**src/hdl/slcan_ascii_can_bridge_unit_assert.svh**
```systemverilog
// Assertion macros shared by the bridge RTL.
`ifndef SLCAN_ASCII_CAN_BRIDGE_UNIT_ASSERT_SVH
`define SLCAN_ASCII_CAN_BRIDGE_UNIT_ASSERT_SVH

// Same-cycle implication, disabled while reset is low.
`define SLCAN_ASSERT_IMP(lbl, clk, rst_n, ante, cons) \
    lbl: assert property (@(posedge clk) disable iff (!rst_n) (ante) |-> (cons)) \
        else $error("slcan assertion failed");

// Next-cycle implication, disabled while reset is low.
`define SLCAN_ASSERT_NXT(lbl, clk, rst_n, ante, cons) \
    lbl: assert property (@(posedge clk) disable iff (!rst_n) (ante) |=> (cons)) \
        else $error("slcan assertion failed");

`endif

```
**src/hdl/slcan_pkg.sv**
```systemverilog
// Types, character codes and helper functions for the SLCAN bridge.
package slcan_pkg;

    localparam logic [7:0] CH_CR       = 8'd13;
    localparam logic [7:0] CH_BEL      = 8'd7;
    localparam logic [7:0] CH_ZERO     = "0";
    localparam logic [7:0] CH_UPPER_A  = "A";
    localparam logic [7:0] CH_ACK_EXT  = "Z";
    localparam logic [7:0] CH_ACK_STD  = "z";

    localparam logic [7:0] CMD_SETUP   = "S";
    localparam logic [7:0] CMD_VERSION = "V";
    localparam logic [7:0] CMD_SERIAL  = "N";
    localparam logic [7:0] CMD_FLAGS   = "F";
    localparam logic [7:0] CMD_OPEN    = "O";
    localparam logic [7:0] CMD_CLOSE   = "C";
    localparam logic [7:0] CMD_TX_EXT  = "T";
    localparam logic [7:0] CMD_TX_STD  = "t";
    localparam logic [7:0] CMD_RTR_EXT = "R";
    localparam logic [7:0] CMD_RTR_STD = "r";

    typedef enum logic [1:0] {
        KIND_CHAR = 2'd0,
        KIND_TX   = 2'd1,
        KIND_NOT  = 2'd2
    } t_kind;

    // What a request expands into on the output side.
    typedef enum logic [2:0] {
        JOB_NOT = 3'd0,
        JOB_BEL = 3'd1,
        JOB_CR  = 3'd2,
        JOB_VER = 3'd3,
        JOB_SER = 3'd4,
        JOB_FLG = 3'd5,
        JOB_TX  = 3'd6,
        JOB_RX  = 3'd7
    } t_job_type;

    typedef struct packed {
        t_job_type   jtype;
        logic [4:0]  last_idx;
        logic        ext;
        logic [31:0] id;
        logic [3:0]  dlc;
        logic [63:0] data;
        logic        ar;
    } t_job;

    typedef struct packed {
        t_kind       kind;
        logic [7:0]  chr;
        logic        last;
        logic        ext;
        logic [31:0] id;
        logic [3:0]  dlc;
        logic [63:0] data;
        logic        ar;
    } t_result;

    // Uppercase hex digit for a nibble.
    function automatic logic [7:0] hex_char(input logic [3:0] v);
        if (v < 4'd10) begin
            return CH_ZERO + {4'd0, v};
        end
        return CH_UPPER_A + {4'd0, v} - 8'd10;
    endfunction

    // Hex digit decode, either case: {valid, value}.
    function automatic logic [4:0] nibble_of(input logic [7:0] c);
        if (c >= "0" && c <= "9") begin
            return {1'b1, 4'(c - "0")};
        end
        if (c >= "a" && c <= "f") begin
            return {1'b1, 4'(c - "a" + 8'd10)};
        end
        if (c >= "A" && c <= "F") begin
            return {1'b1, 4'(c - "A" + 8'd10)};
        end
        return 5'd0;
    endfunction

endpackage

```
**src/hdl/slcan_ascii_can_bridge_unit.sv**
```systemverilog
// Top level of the SLCAN ASCII-to-CAN bridge.
//
//  channel   dir  tdata (low bit up)                              tuser      tlast
//  s_axis    in   host_char, mailbox_free, rx_extended, rx_id,    op         -
//                 rx_dlc, rx_data, zero pad to 112
//  m_axis    out  host_out_char, tx_extended, tx_id, tx_dlc,      kind       last
//                 tx_data, auto_retransmit, zero pad to 112
//
// A request is parsed in the cycle it is taken: the line state updates at once and any
// results are captured as one job. The job register then hands one result per cycle to
// the output register whenever the output register can load (it is empty or drained).
// Host characters other than CR give no result, a CR gives 1 to 6 results, and a
// received frame gives 6 to 27 while the bridge is open and none while it is closed.
// Reset (i_rst_n low at a clock edge) closes the bridge and empties the line, job and
// output register. A stall on m_axis holds the output word; s_axis stalls only while a
// job still has results to send past the current cycle.
module slcan_ascii_can_bridge_unit (
    input  logic         i_clk,
    input  logic         i_rst_n,
    input  logic         s_axis_tvalid,
    output logic         s_axis_tready,
    // [7:0] host_char, [8] mailbox_free, [9] rx_extended, [38:10] rx_id,
    // [42:39] rx_dlc, [106:43] rx_data, [111:107] zero
    input  logic [111:0] s_axis_tdata,
    // [0] op
    input  logic         s_axis_tuser,
    output logic         m_axis_tvalid,
    input  logic         m_axis_tready,
    // [7:0] host_out_char, [8] tx_extended, [40:9] tx_id, [44:41] tx_dlc,
    // [108:45] tx_data, [109] auto_retransmit, [111:110] zero
    output logic [111:0] m_axis_tdata,
    // [1:0] kind
    output logic [1:0]   m_axis_tuser,
    output logic         m_axis_tlast
);
    import slcan_pkg::*;

    logic      in_take;
    logic      out_load;
    logic      job_adv;
    logic      job_done;
    logic      new_job_valid;
    t_job      new_job;
    t_result   fmt_res;

    logic      r_job_valid, n_job_valid;
    t_job      r_job, n_job;
    logic [4:0] r_idx, n_idx;
    logic      r_out_valid, n_out_valid;
    t_result   r_out, n_out;

    // Move a word into the output register whenever it is empty or being drained.
    assign out_load = !r_out_valid || m_axis_tready;
    assign job_adv  = r_job_valid && out_load;
    assign job_done = job_adv && (r_idx == r_job.last_idx);

    // Take a new request when the job slot is free or frees this cycle.
    assign s_axis_tready = !r_job_valid || job_done;
    assign in_take       = s_axis_tvalid && s_axis_tready;

    slcan_parse u_parse (
        .i_clk          (i_clk),
        .i_rst_n        (i_rst_n),
        .i_accept       (in_take),
        .i_op           (s_axis_tuser),
        .i_host_char    (s_axis_tdata[7:0]),
        .i_mailbox_free (s_axis_tdata[8]),
        .i_rx_extended  (s_axis_tdata[9]),
        .i_rx_id        (s_axis_tdata[38:10]),
        .i_rx_dlc       (s_axis_tdata[42:39]),
        .i_rx_data      (s_axis_tdata[106:43]),
        .o_job_valid    (new_job_valid),
        .o_job          (new_job)
    );

    slcan_fmt u_fmt (
        .i_job (r_job),
        .i_idx (r_idx),
        .o_res (fmt_res)
    );

    always_comb begin
        n_job_valid = r_job_valid;
        n_job       = r_job;
        n_idx       = r_idx;
        if (job_done) begin
            n_job_valid = 1'b0;
        end else if (job_adv) begin
            n_idx = r_idx + 5'd1;
        end
        // Load the next job behind the one that finishes.
        if (in_take && new_job_valid) begin
            n_job_valid = 1'b1;
            n_job       = new_job;
            n_idx       = '0;
        end

        n_out_valid = r_out_valid;
        n_out       = r_out;
        if (out_load) begin
            n_out_valid = r_job_valid;
            n_out       = fmt_res;
            n_out.last  = (r_idx == r_job.last_idx);
        end
    end

    always_ff @(posedge i_clk) begin
        if (!i_rst_n) begin
            r_job_valid <= 1'b0;
            r_idx       <= '0;
            r_out_valid <= 1'b0;
        end else begin
            r_job_valid <= n_job_valid;
            r_idx       <= n_idx;
            r_out_valid <= n_out_valid;
        end
        r_job <= n_job;
        r_out <= n_out;
    end

    assign m_axis_tvalid = r_out_valid;
    assign m_axis_tuser  = r_out.kind;
    assign m_axis_tlast  = r_out.last;
    assign m_axis_tdata  = {2'd0, r_out.ar, r_out.data, r_out.dlc, r_out.id,
                            r_out.ext, r_out.chr};

    `include "slcan_ascii_can_bridge_unit_assert.svh"

    // The emit index never runs past the job's final result.
    `SLCAN_ASSERT_IMP(a_idx_in_range, i_clk, i_rst_n, r_job_valid, r_idx <= r_job.last_idx)
    // A request is only taken over a busy job when that job sends its last word now.
    `SLCAN_ASSERT_IMP(a_ready_on_done, i_clk, i_rst_n, s_axis_tready && r_job_valid, job_done)
    // A transmit request is always followed by its ack and CR.
    `SLCAN_ASSERT_IMP(a_tx_not_last, i_clk, i_rst_n, r_out_valid && (r_out.kind == KIND_TX),
        !r_out.last)
    // A finished job leaves the slot empty unless a new request refilled it.
    `SLCAN_ASSERT_NXT(a_job_clears, i_clk, i_rst_n, job_done && !in_take, !r_job_valid)

endmodule

```
**src/hdl/slcan_parse.sv**
```systemverilog
// Line parser: holds the SLCAN line state and turns each request into a job.
module slcan_parse (
    input  logic               i_clk,
    input  logic               i_rst_n,
    input  logic               i_accept,
    input  logic               i_op,
    input  logic [7:0]         i_host_char,
    input  logic               i_mailbox_free,
    input  logic               i_rx_extended,
    input  logic [28:0]        i_rx_id,
    input  logic [3:0]         i_rx_dlc,
    input  logic [63:0]        i_rx_data,
    output logic               o_job_valid,
    output slcan_pkg::t_job    o_job
);
    import slcan_pkg::*;

    logic        r_open, n_open;
    logic [7:0]  r_cmd, n_cmd;
    logic [4:0]  r_pos, n_pos;
    logic [31:0] r_id, n_id;
    logic [3:0]  r_dlc, n_dlc;
    logic [63:0] r_data, n_data;
    logic [3:0]  r_high, n_high;
    logic        r_err, n_err;

    logic        is_t;
    logic        is_ext;
    logic [4:0]  id_len;
    logic [4:0]  nib;
    logic [7:0]  dval;
    logic [4:0]  k;
    logic [3:0]  bidx;
    logic [5:0]  need_len;
    logic [3:0]  rx_dlc_c;

    assign is_t     = (r_cmd == CMD_TX_EXT) || (r_cmd == CMD_TX_STD);
    assign is_ext   = (r_cmd == CMD_TX_EXT);
    assign id_len   = is_ext ? 5'd8 : 5'd3;
    assign nib      = nibble_of(i_host_char);
    assign dval     = i_host_char - CH_ZERO;
    assign k        = r_pos - id_len - 5'd2;
    assign bidx     = k[4:1];
    assign need_len = {1'b0, id_len + 5'd2} + {1'b0, r_dlc, 1'b0};
    assign rx_dlc_c = (i_rx_dlc > 4'd8) ? 4'd8 : i_rx_dlc;

    always_comb begin
        n_open      = r_open;
        n_cmd       = r_cmd;
        n_pos       = r_pos;
        n_id        = r_id;
        n_dlc       = r_dlc;
        n_data      = r_data;
        n_high      = r_high;
        n_err       = r_err;
        o_job_valid = 1'b0;
        o_job       = '0;
        o_job.jtype = JOB_NOT;
        o_job.ar    = r_open;

        if (i_accept) begin
            if (i_op) begin
                // Received frame: print only while open.
                o_job_valid   = r_open;
                o_job.jtype   = JOB_RX;
                o_job.ext     = i_rx_extended;
                o_job.id      = {3'd0, i_rx_id};
                o_job.dlc     = rx_dlc_c;
                o_job.data    = i_rx_data;
                o_job.last_idx = (i_rx_extended ? 5'd10 : 5'd5) + {rx_dlc_c, 1'b0};
            end else if (i_host_char == CH_CR) begin
                o_job_valid = 1'b1;
                if (r_pos == 5'd0) begin
                    o_job.jtype = JOB_NOT;
                end else begin
                    case (r_cmd)
                        CMD_SETUP: begin
                            o_job.jtype = JOB_CR;
                        end
                        CMD_VERSION: begin
                            o_job.jtype    = JOB_VER;
                            o_job.last_idx = 5'd5;
                        end
                        CMD_SERIAL: begin
                            o_job.jtype    = JOB_SER;
                            o_job.last_idx = 5'd5;
                        end
                        CMD_FLAGS: begin
                            o_job.jtype    = JOB_FLG;
                            o_job.last_idx = 5'd3;
                        end
                        CMD_OPEN: begin
                            n_open      = 1'b1;
                            o_job.jtype = JOB_CR;
                            o_job.ar    = 1'b1;
                        end
                        CMD_CLOSE: begin
                            n_open      = 1'b0;
                            o_job.jtype = JOB_CR;
                            o_job.ar    = 1'b0;
                        end
                        CMD_TX_EXT, CMD_TX_STD: begin
                            if (!r_open || r_err || ({1'b0, r_pos} < need_len) ||
                                !i_mailbox_free) begin
                                o_job.jtype = JOB_BEL;
                            end else begin
                                o_job.jtype    = JOB_TX;
                                o_job.last_idx = 5'd2;
                                o_job.ext      = is_ext;
                                o_job.id       = r_id;
                                o_job.dlc      = r_dlc;
                                o_job.data     = r_data;
                            end
                        end
                        CMD_RTR_EXT, CMD_RTR_STD: begin
                            o_job.jtype = JOB_BEL;
                        end
                        default: begin
                            o_job.jtype = JOB_NOT;
                        end
                    endcase
                end
                // Drop the line state after every CR.
                n_cmd  = '0;
                n_pos  = '0;
                n_id   = '0;
                n_dlc  = '0;
                n_data = '0;
                n_high = '0;
                n_err  = 1'b0;
            end else begin
                if (r_pos != 5'd31) begin
                    n_pos = r_pos + 5'd1;
                end
                if (r_pos == 5'd0) begin
                    n_cmd = i_host_char;
                end else if (is_t) begin
                    if (r_pos <= id_len) begin
                        if (nib[4]) begin
                            n_id = {r_id[27:0], nib[3:0]};
                        end else begin
                            n_err = 1'b1;
                        end
                    end else if (r_pos == id_len + 5'd1) begin
                        if (dval > 8'd8) begin
                            n_err = 1'b1;
                        end else begin
                            n_dlc = dval[3:0];
                        end
                    end else if (!r_err && (bidx < r_dlc)) begin
                        if (!nib[4]) begin
                            n_err = 1'b1;
                        end else if (!k[0]) begin
                            n_high = nib[3:0];
                        end else begin
                            n_data = r_data |
                                ({56'd0, r_high, nib[3:0]} << {3'd7 - bidx[2:0], 3'd0});
                        end
                    end
                end
            end
        end
    end

    always_ff @(posedge i_clk) begin
        if (!i_rst_n) begin
            r_open <= 1'b0;
            r_cmd  <= '0;
            r_pos  <= '0;
            r_id   <= '0;
            r_dlc  <= '0;
            r_data <= '0;
            r_high <= '0;
            r_err  <= 1'b0;
        end else begin
            r_open <= n_open;
            r_cmd  <= n_cmd;
            r_pos  <= n_pos;
            r_id   <= n_id;
            r_dlc  <= n_dlc;
            r_data <= n_data;
            r_high <= n_high;
            r_err  <= n_err;
        end
    end

endmodule

```
**src/hdl/slcan_fmt.sv**
```systemverilog
// Result formatter: gives result number idx of a job as one output word.
module slcan_fmt (
    input  slcan_pkg::t_job    i_job,
    input  logic [4:0]         i_idx,
    output slcan_pkg::t_result o_res
);
    import slcan_pkg::*;

    logic [4:0]  hdr;
    logic [4:0]  id_sel;
    logic [31:0] id_m;
    logic [4:0]  k;
    logic [3:0]  di;

    assign hdr    = i_job.ext ? 5'd9 : 5'd4;
    assign id_sel = (i_job.ext ? 5'd8 : 5'd3) - i_idx;
    assign id_m   = i_job.ext ? {3'd0, i_job.id[28:0]} : {21'd0, i_job.id[10:0]};
    assign k      = i_idx - hdr - 5'd1;
    assign di     = 4'd15 - k[3:0];

    always_comb begin
        o_res      = '0;
        o_res.kind = KIND_CHAR;
        o_res.ar   = i_job.ar;
        case (i_job.jtype)
            JOB_NOT: begin
                o_res.kind = KIND_NOT;
            end
            JOB_BEL: begin
                o_res.chr = CH_BEL;
            end
            JOB_CR: begin
                o_res.chr = CH_CR;
            end
            JOB_VER: begin
                case (i_idx)
                    5'd0:    o_res.chr = "V";
                    5'd1:    o_res.chr = "0";
                    5'd2:    o_res.chr = "1";
                    5'd3:    o_res.chr = "0";
                    5'd4:    o_res.chr = "1";
                    default: o_res.chr = CH_CR;
                endcase
            end
            JOB_SER: begin
                case (i_idx)
                    5'd0:    o_res.chr = "N";
                    5'd1:    o_res.chr = "A";
                    5'd2:    o_res.chr = "0";
                    5'd3:    o_res.chr = "0";
                    5'd4:    o_res.chr = "0";
                    default: o_res.chr = CH_CR;
                endcase
            end
            JOB_FLG: begin
                case (i_idx)
                    5'd0:    o_res.chr = "F";
                    5'd1:    o_res.chr = "0";
                    5'd2:    o_res.chr = "0";
                    default: o_res.chr = CH_CR;
                endcase
            end
            JOB_TX: begin
                if (i_idx == 5'd0) begin
                    o_res.kind = KIND_TX;
                    o_res.ext  = i_job.ext;
                    o_res.id   = i_job.id;
                    o_res.dlc  = i_job.dlc;
                    o_res.data = i_job.data;
                end else if (i_idx == 5'd1) begin
                    o_res.chr = i_job.ext ? CH_ACK_EXT : CH_ACK_STD;
                end else begin
                    o_res.chr = CH_CR;
                end
            end
            JOB_RX: begin
                if (i_idx == 5'd0) begin
                    o_res.chr = i_job.ext ? CMD_TX_EXT : CMD_TX_STD;
                end else if (i_idx < hdr) begin
                    o_res.chr = hex_char(id_m[{id_sel[2:0], 2'b00} +: 4]);
                end else if (i_idx == hdr) begin
                    o_res.chr = CH_ZERO + {4'd0, i_job.dlc};
                end else if (i_idx < i_job.last_idx) begin
                    o_res.chr = hex_char(i_job.data[{di, 2'b00} +: 4]);
                end else begin
                    o_res.chr = CH_CR;
                end
            end
            default: begin
                o_res.kind = KIND_NOT;
            end
        endcase
    end

endmodule

```
**config.mk**
```make
export PLATFORM = sky130hd
export DESIGN_NAME = slcan_ascii_can_bridge_unit
export DESIGN_NICKNAME = d
export VERILOG_FILES = /design/src/hdl/slcan_pkg.sv /design/src/hdl/slcan_ascii_can_bridge_unit.sv /design/src/hdl/slcan_parse.sv /design/src/hdl/slcan_fmt.sv
export VERILOG_INCLUDE_DIRS = /design/src /design/src/hdl
export SDC_FILE = /design/constraint.sdc
export NUM_CORES = 1
export LEC_CHECK = 0
export ABC_AREA = 1
export BUFFER_PORTS_ARGS = -buffer_cell sky130_fd_sc_hd__buf_2
export CAP_MARGIN = 20
export CORE_MARGIN = 5
export CORE_UTILIZATION = 35
export DETAILED_ROUTE_END_ITERATION = 16
export MAX_ROUTING_LAYER = met4
export SLEW_MARGIN = 20
export SYNTH_ARGS = -nofsm -noshare
export SYNTH_HDL_FRONTEND = slang
export SYNTH_SLANG_ARGS = --single-unit
```
**constraint.sdc**
```tcl
create_clock -name i_clk -period 5.5 [get_ports i_clk]
set_input_delay 1.1 -clock i_clk [delete_from_list [all_inputs] [get_ports i_clk]]
set_output_delay 1.1 -clock i_clk [all_outputs]
set_load 0.02 [all_outputs]
```
==> impl_metrics.env, run 1 <==
export IMPL_fin_crit_sh_pct=77.3
export IMPL_critPathKind="reg -> reg"
export IMPL_cts_buffers=39
export IMPL_grt_remaining_overflow=0
export IMPL_multiInputGateArea_um2=6170
export IMPL_reg2reg_depth=20
export IMPL_finalPower_mw=5.58
export IMPL_initial_core_util_pct=35.5
export IMPL_ys_warn_count=0
export IMPL_core_um2=47800
export IMPL_p_per_area_nw_per_um2=282
export IMPL_grt_pass1_vias=12800
export IMPL_drt_initial_drc_count=1165
export IMPL_use_met3_pct=2.97
export IMPL_io_buffers=225
export IMPL_vias=13400
export IMPL_rsz0062_at_grt="false"
export IMPL_layout_drive_gt1_share_pct=20.0
export IMPL_htreeDepth=2
export IMPL_tightest_slew_ps=1010
export IMPL_stdcell_count=2737
export IMPL_ys_seq_area_share_pct=54.1
export IMPL_place_ws_ps=1200
export IMPL_cts_hold_buf=0
export IMPL_ios=234
export IMPL_drt_first_pass_iters=5
export IMPL_grt_use_met2_pct=27.0
export IMPL_avgRoutedWirePerCell_um=17.9
export IMPL_ys_ff_latch=348
export IMPL_regArea_um2=9190
export IMPL_synthesis_area_um2=17000
export IMPL_required_ps=5990
export IMPL_grt_util_met1_pct=26.4
export IMPL_finalCriticalPeriod_ps=4250
export IMPL_grt_max_degree=100
export IMPL_irDropWorstVdd_mv=0.191
export IMPL_detail_route_vias_per_cell=4.89
export IMPL_timing_hold_violations_final=0
export IMPL_cts_max_path_buffers=3
export IMPL_row_count=80
export IMPL_die_area_um2=53000
export IMPL_dp_hpwl_mm=36.8
export IMPL_status="completed"
export IMPL_fillCellCount=4762
export IMPL_worst_slack_ps=1250
export IMPL_avgSynthCellArea_um2=8.97
export IMPL_cts_sinks=348
export IMPL_drt_wl_total_mm=48.9
export IMPL_final_max_slew_violation_count=0
export IMPL_cts_resized=0
export IMPL_nets=2253
export IMPL_grt_pass1_wl_mm=74.7
export IMPL_dieWidth_um=230
export IMPL_whs_path_depth=0
export IMPL_cap_violations=0
export IMPL_maxSlewHeadroom_pct=32.7
export IMPL_clk_latency_ps=580
export IMPL_synthToLayoutAreaGrowth_pct=16.4
export IMPL_cts_tree="yes"
export IMPL_leakage_nw=8.39
export IMPL_grt_usage_pct=18.5
export IMPL_critPathArrivalTime_ps=4740
export IMPL_root_buffer="clkbuf_16"
export IMPL_cp_max_fo=32
export IMPL_crit_path_start_kind="flip-flop"
export IMPL_end_kind="flip-flop"
export IMPL_antenna_found_initial=2
export IMPL_setup_viol=0
export IMPL_synth_cell_type_count=56
export IMPL_gp_congestion=0.943
export IMPL_postCtsSetupBuffers=0
export IMPL_skew_ps=27.6
export IMPL_busiest_layer="met2"
export IMPL_die_h_um=230
export IMPL_drc_errors=0
export IMPL_max_freq_mhz=235
export IMPL_hp_class="reg -> reg"
export IMPL_setup_tns_ps=0
export IMPL_syn_inst=1892
export IMPL_ant_nets=0
export IMPL_rrSetupSlack_ps=1250
export IMPL_clkTransAtPathRegs_ps=60
export IMPL_dp_cells=2664
## path summary, 6_finish.rpt
kind	from	to
worst max-delay path	u_parse.r_cmd[6]	u_parse.r_data[20]
worst min-delay path	r_job[0]	m_axis_tdata[109]
worst max register to register	u_parse.r_cmd[6]	u_parse.r_data[20]
worst min register to register	r_job[0]	m_axis_tdata[109]
## placed cells by master, fill, tap and decap left out, types with 14 or more instances in the layout
| cell type | n |
|---|---|
| a21oi_1 | 148 |
| o21ai_2 | 86 |
| ha_1 | 41 |
| dfxtp_1 | 126 |
| o211ai_1 | 14 |
| nand4_1 | 17 |
| clkbuf_16 | 39 |
| nor2_1 | 208 |
| nand2_1 | 357 |
| o21ai_0 | 94 |
| nand3_1 | 79 |
| edfxtp_1 | 222 |
| buf_2 | 225 |
| inv_1 | 288 |
| nor3_1 | 42 |
## cell families after synthesis
| group | count (synthesis) | share of synthesized area [%] |
|---|---|---|
| AOI/OAI and AO/OA | 367 | 13.4 |
| xor gates and xnor gates | 13 | 0.715 |
| adders and majority gates | 46 | 3.57 |
| buffers and inverters | 382 | 9.75 |
| DFF | 348 | 54.1 |
| other | 1 | 0.0221 |
| and+or+nand+nor | 735 | 18.4 |
## stage by stage
| step | instance area [um2] | utilization, % | hold WS (ps) |
|---|---|---|---|
| 6_report | 19800 | 41.3 | 430 |
| 4_1_cts | 19700 | 41.3 | 434 |
| 3_3_place_gp | 18500 | 38.7 | 408 |
| 3_5_place_dp | 18500 | 38.7 | 419 |
| 5_1_grt | 19800 | 41.3 | 454 |
| 2_1_floorplan | 17000 | - | 400 |
## layout make-up
cell class	instances	area share, %
diodes	1	0.0127
clock buffers	47	5.19
clock inverters	25	1.11
inverters	299	5.71
multi-input cells	1164	31.2
flip-flops and latches	348	46.5
well taps	615	3.90
repair buffers	238	6.32
## sequential cells by signal, indices dropped and copies added, names as in the netlist, 2 cells and up
name and flops:
m_axis_tdata 109, m_axis_tuser 2, r_idx 5, r_job 110, u_parse.r_cmd 8, u_parse.r_data 64
u_parse.r_dlc 4, u_parse.r_high 4, u_parse.r_id 32, u_parse.r_pos 5
## synthesized netlist by cell type, drive strengths merged
cell type / count / area (um2)
xor2: 10 / 95.1
nand4: 17 / 106
nor3: 45 / 246
inv: 298 / 1120
xnor2: 3 / 26.3
o21a: 2 / 15.0
o21ai: 184 / 1250
a21o: 2 / 15.0
conb: 1 / 3.75
ha: 42 / 526
clkinv: 1 / 3.75
a21boi: 1 / 7.51
a21oi: 149 / 749
o21bai: 1 / 7.51
o211ai: 14 / 105
o31ai: 1 / 7.51
o22ai: 2 / 25.0
dfxtp: 126 / 2520
nor2: 215 / 857
edfxtp: 222 / 6670
o32ai: 1 / 8.76
nand2: 362 / 1380
nor4: 5 / 31.3
clkbuf: 34 / 129
o221ai: 2 / 17.5
nand3: 86 / 468
fa: 4 / 80.1
buf: 49 / 404
a31oi: 2 / 12.5
nand3b: 1 / 7.51
or2: 3 / 18.8
a211oi: 4 / 35.0
a22o: 2 / 17.5
nor3b: 1 / 7.51
## where the power goes
part | leakage [nW] | internal, mW | switching, mW
logic | 4.36 | 0.0853 | 0.173
registers | 3.42 | 2.76 | 0.00796
clock network | 0.610 | 1.45 | 1.10
total | 8.39 | 4.30 | 1.28
## layer usage
metal | wire [um] | share of wire (%)
met4 | 1580 | 3.2
met2 | 21500 | 44
met3 | 2770 | 5.7
met5 | 0 | 0
met1 | 23100 | 47
## critical path, cell delays in order (launching register included)
cell and delay [ps]:
dfxtp_1 310, inv_1 40, nor2_1 130, nand2_1 110, nor2_2 170, nand2_2 200, ha_1 330, inv_1 70
ha_1 170, inv_1 60, fa_1 370, xor2_1 400, inv_1 210, ha_1 310, nand3_1 90, nand3_1 110
a21oi_2 220, nand3_4 160, nor2_8 430, nand2_1 120, a21oi_1 150
No activity file was read; power rests on OpenSTA's default activity.
==> inputs of run 2 (changes only) <==
==> constraint.sdc (replaced) <==
create_clock -name i_clk -period 4.35 [get_ports i_clk]
set_input_delay 0.87 -clock i_clk [delete_from_list [all_inputs] [get_ports i_clk]]
set_output_delay 0.87 -clock i_clk [all_outputs]
set_load 0.02 [all_outputs]
==> impl_metrics.env, run 2 (synthesized netlist as in run 1, its figures left out) <==
export IMPL_grt_util_met1_pct=25.5
export IMPL_worst_path_stages=21
export IMPL_rsz0062_at_grt="false"
export IMPL_drt_wl_total_mm=49.5
export IMPL_die_h_um=230
export IMPL_htreeDepth=2
export IMPL_maxSlewHeadroom_pct=37.9
export IMPL_antenna_found_initial=3
export IMPL_status="completed"
export IMPL_cts_sinks=348
export IMPL_final_max_slew_violation_count=0
export IMPL_die_area_um2=53000
export IMPL_reg2reg_to="u_parse.r_data[11]"
export IMPL_ios=234
export IMPL_row_count=80
export IMPL_grt_pass1_wl_mm=74.0
export IMPL_critPathKind="reg -> reg"
export IMPL_skew_ps=14.6
export IMPL_final_area_um2=20100
export IMPL_most_common_layout_cells="nand2_1, inv_1, buf_2, edfxtp_1, nor2_1"
export IMPL_clkTransAtPathRegs_ps=60
export IMPL_dp_cells=2673
export IMPL_p_per_area_nw_per_um2=360
export IMPL_cts_max_path_buffers=3
export IMPL_timing_hold_violations_final=0
export IMPL_cap_violations=0
export IMPL_largest_register="r_job"
export IMPL_setup_viol=0
export IMPL_fin_crit_sh_pct=93.0
export IMPL_crit_family="simple AND/OR/NAND/NOR gates"
export IMPL_gp_congestion=0.900
export IMPL_leakage_nw=8.50
export IMPL_drt_first_pass_iters=5
export IMPL_vias=13400
export IMPL_layout_drive_gt1_share_pct=20.9
export IMPL_rrSetupSlack_ps=300
export IMPL_synthToLayoutAreaGrowth_pct=18.3
export IMPL_hp_class="reg -> reg"
export IMPL_crit_chain="inv_1 -> nor2_1 -> nand2_1 -> nor2_2 -> nand2_2 -> ha_1 -> inv_1 -> ha_1 -> inv_1 -> fa_1 -> xor2_4 -> clkinvlp_4 -> ha_1 -> nand3_1 -> nand3_1 -> a21oi_2 -> nand3_4 -> buf_12 -> nor2_4 -> nand2_1 -> a21oi_1"
export IMPL_ant_nets=0
export IMPL_busiest_layer="met2"
export IMPL_cp_max_fo=10
export IMPL_grt_pass1_vias=12800
export IMPL_grt_usage_pct=18.3
export IMPL_setup_tns_ps=0
export IMPL_tightest_slew_ps=924
export IMPL_cts_tree="yes"
export IMPL_root_buffer="clkbuf_16"
export IMPL_largest_register_ffs=110
export IMPL_max_stage_delay_ps=440
export IMPL_irDropWorstVdd_mv=0.221
export IMPL_grt_max_degree=73
export IMPL_stdcell_count=2756
export IMPL_dieWidth_um=230
export IMPL_drt_initial_drc_count=1201
export IMPL_required_ps=4820
export IMPL_reg2reg_depth=21
export IMPL_core_um2=47800
export IMPL_io_buffers=225
export IMPL_detail_route_vias_per_cell=4.87
export IMPL_grt_use_met2_pct=28.4
export IMPL_cp_slowest_cell="fa_1"
export IMPL_cts_buffers=39
export IMPL_end_kind="flip-flop"
export IMPL_finalCriticalPeriod_ps=4050
export IMPL_crit_path_start_kind="flip-flop"
export IMPL_place_area_um2=18600
export IMPL_avgRoutedWirePerCell_um=18.0
export IMPL_cp_startpoint="u_parse.r_cmd[6]"
export IMPL_clk_latency_ps=540
export IMPL_grt_remaining_overflow=0
export IMPL_use_met3_pct=2.66
export IMPL_layout_commonest_cell="nand2_1"
export IMPL_drc_errors=0
export IMPL_max_freq_mhz=247
export IMPL_reg2reg_from="u_parse.r_cmd[6]"
export IMPL_critPathBufInv=5
export IMPL_cp_endpoint="u_parse.r_data[11]"
export IMPL_initial_core_util_pct=35.5
export IMPL_dp_hpwl_mm=37.1
export IMPL_critPathArrivalTime_ps=4510
export IMPL_nets=2271
==> run 2: changes by cell type in the layout (fill, tap and decap cells not counted), sizes merged <==
cell      before  now
nor2         215  219
clkinvlp       3    4
bufinv         2    5
buf          238  252
clkbuf        47   50
clkinv        18   11
diode          1    2
==> run 2: repair_timing <==
item                                    CTS  global route
hold buffers                              0             0
setup buffers                             0             5
endpoints found under the hold margin     0             0
endpoints found under the setup margin    0            68
resized for setup                         0             3
==> run 2: metrics by stage <==
stage	total power, mW	util (%)	setup slack, ps	hold slack (ps)
after floorplan	3.76	-	95.1	400
final	7.23	42.0	303	454
after detailed placement	3.90	38.9	61.6	446
after global routing	7.48	42.0	4.12	478
after global placement	3.90	38.9	194	439
after CTS	7.30	41.7	45.6	455
==> run 2: routing by layer <==
metal  routed length, um  part of all wire [%]
met3                3000                   6.1
met5                   0                     0
met1               22600                    46
met2               22800                    46
met4                1050                   2.1
==> run 2: worst min-delay path by stage <==
stage                      start                 to  slack (ps)  cells after the start
6_report       u_parse.r_data[5]  u_parse.r_data[5]         450                      2
5_1_grt        u_parse.r_data[8]  u_parse.r_data[8]         480                      2
4_1_cts        u_parse.r_data[5]  u_parse.r_data[5]         450                      2
3_5_place_dp   u_parse.r_data[5]  u_parse.r_data[5]         450                      2
3_3_place_gp   u_parse.r_data[7]  u_parse.r_data[7]         440                      2
2_1_floorplan           r_job[0]  m_axis_tdata[109]         400                      0
==> run 2: final cells by class <==
type / count / area (um2)
Antenna cell: 2 / 5.00
Fill cell: 4699 / 27800
Tap cell: 615 / 769
Sequential cell: 348 / 9190
Clock inverter: 22 / 269
Clock buffer: 50 / 1060
Inverter: 299 / 1130
Multi-Input combinational cell: 1168 / 6230
Timing Repair Buffer: 252 / 1430
==> run 2: worst reg2reg max path, cell delays in order (launching register included) <==
cell	delay (ps)
dfxtp_1	300
inv_1	40
nor2_1	110
nand2_1	90
nor2_2	200
nand2_2	220
ha_1	330
inv_1	70
ha_1	170
inv_1	60
fa_1	440
xor2_4	290
clkinvlp_4	150
ha_1	280
nand3_1	80
nand3_1	110
a21oi_2	220
nand3_4	90
buf_12	170
nor2_4	300
nand2_1	110
a21oi_1	150
==> run 2: power by group <==
part | switching (mW) | internal [mW]
Sequential | 0.00987 | 3.49
Clock | 1.35 | 2.04
Combinational | 0.223 | 0.111
Total | 1.59 | 5.64
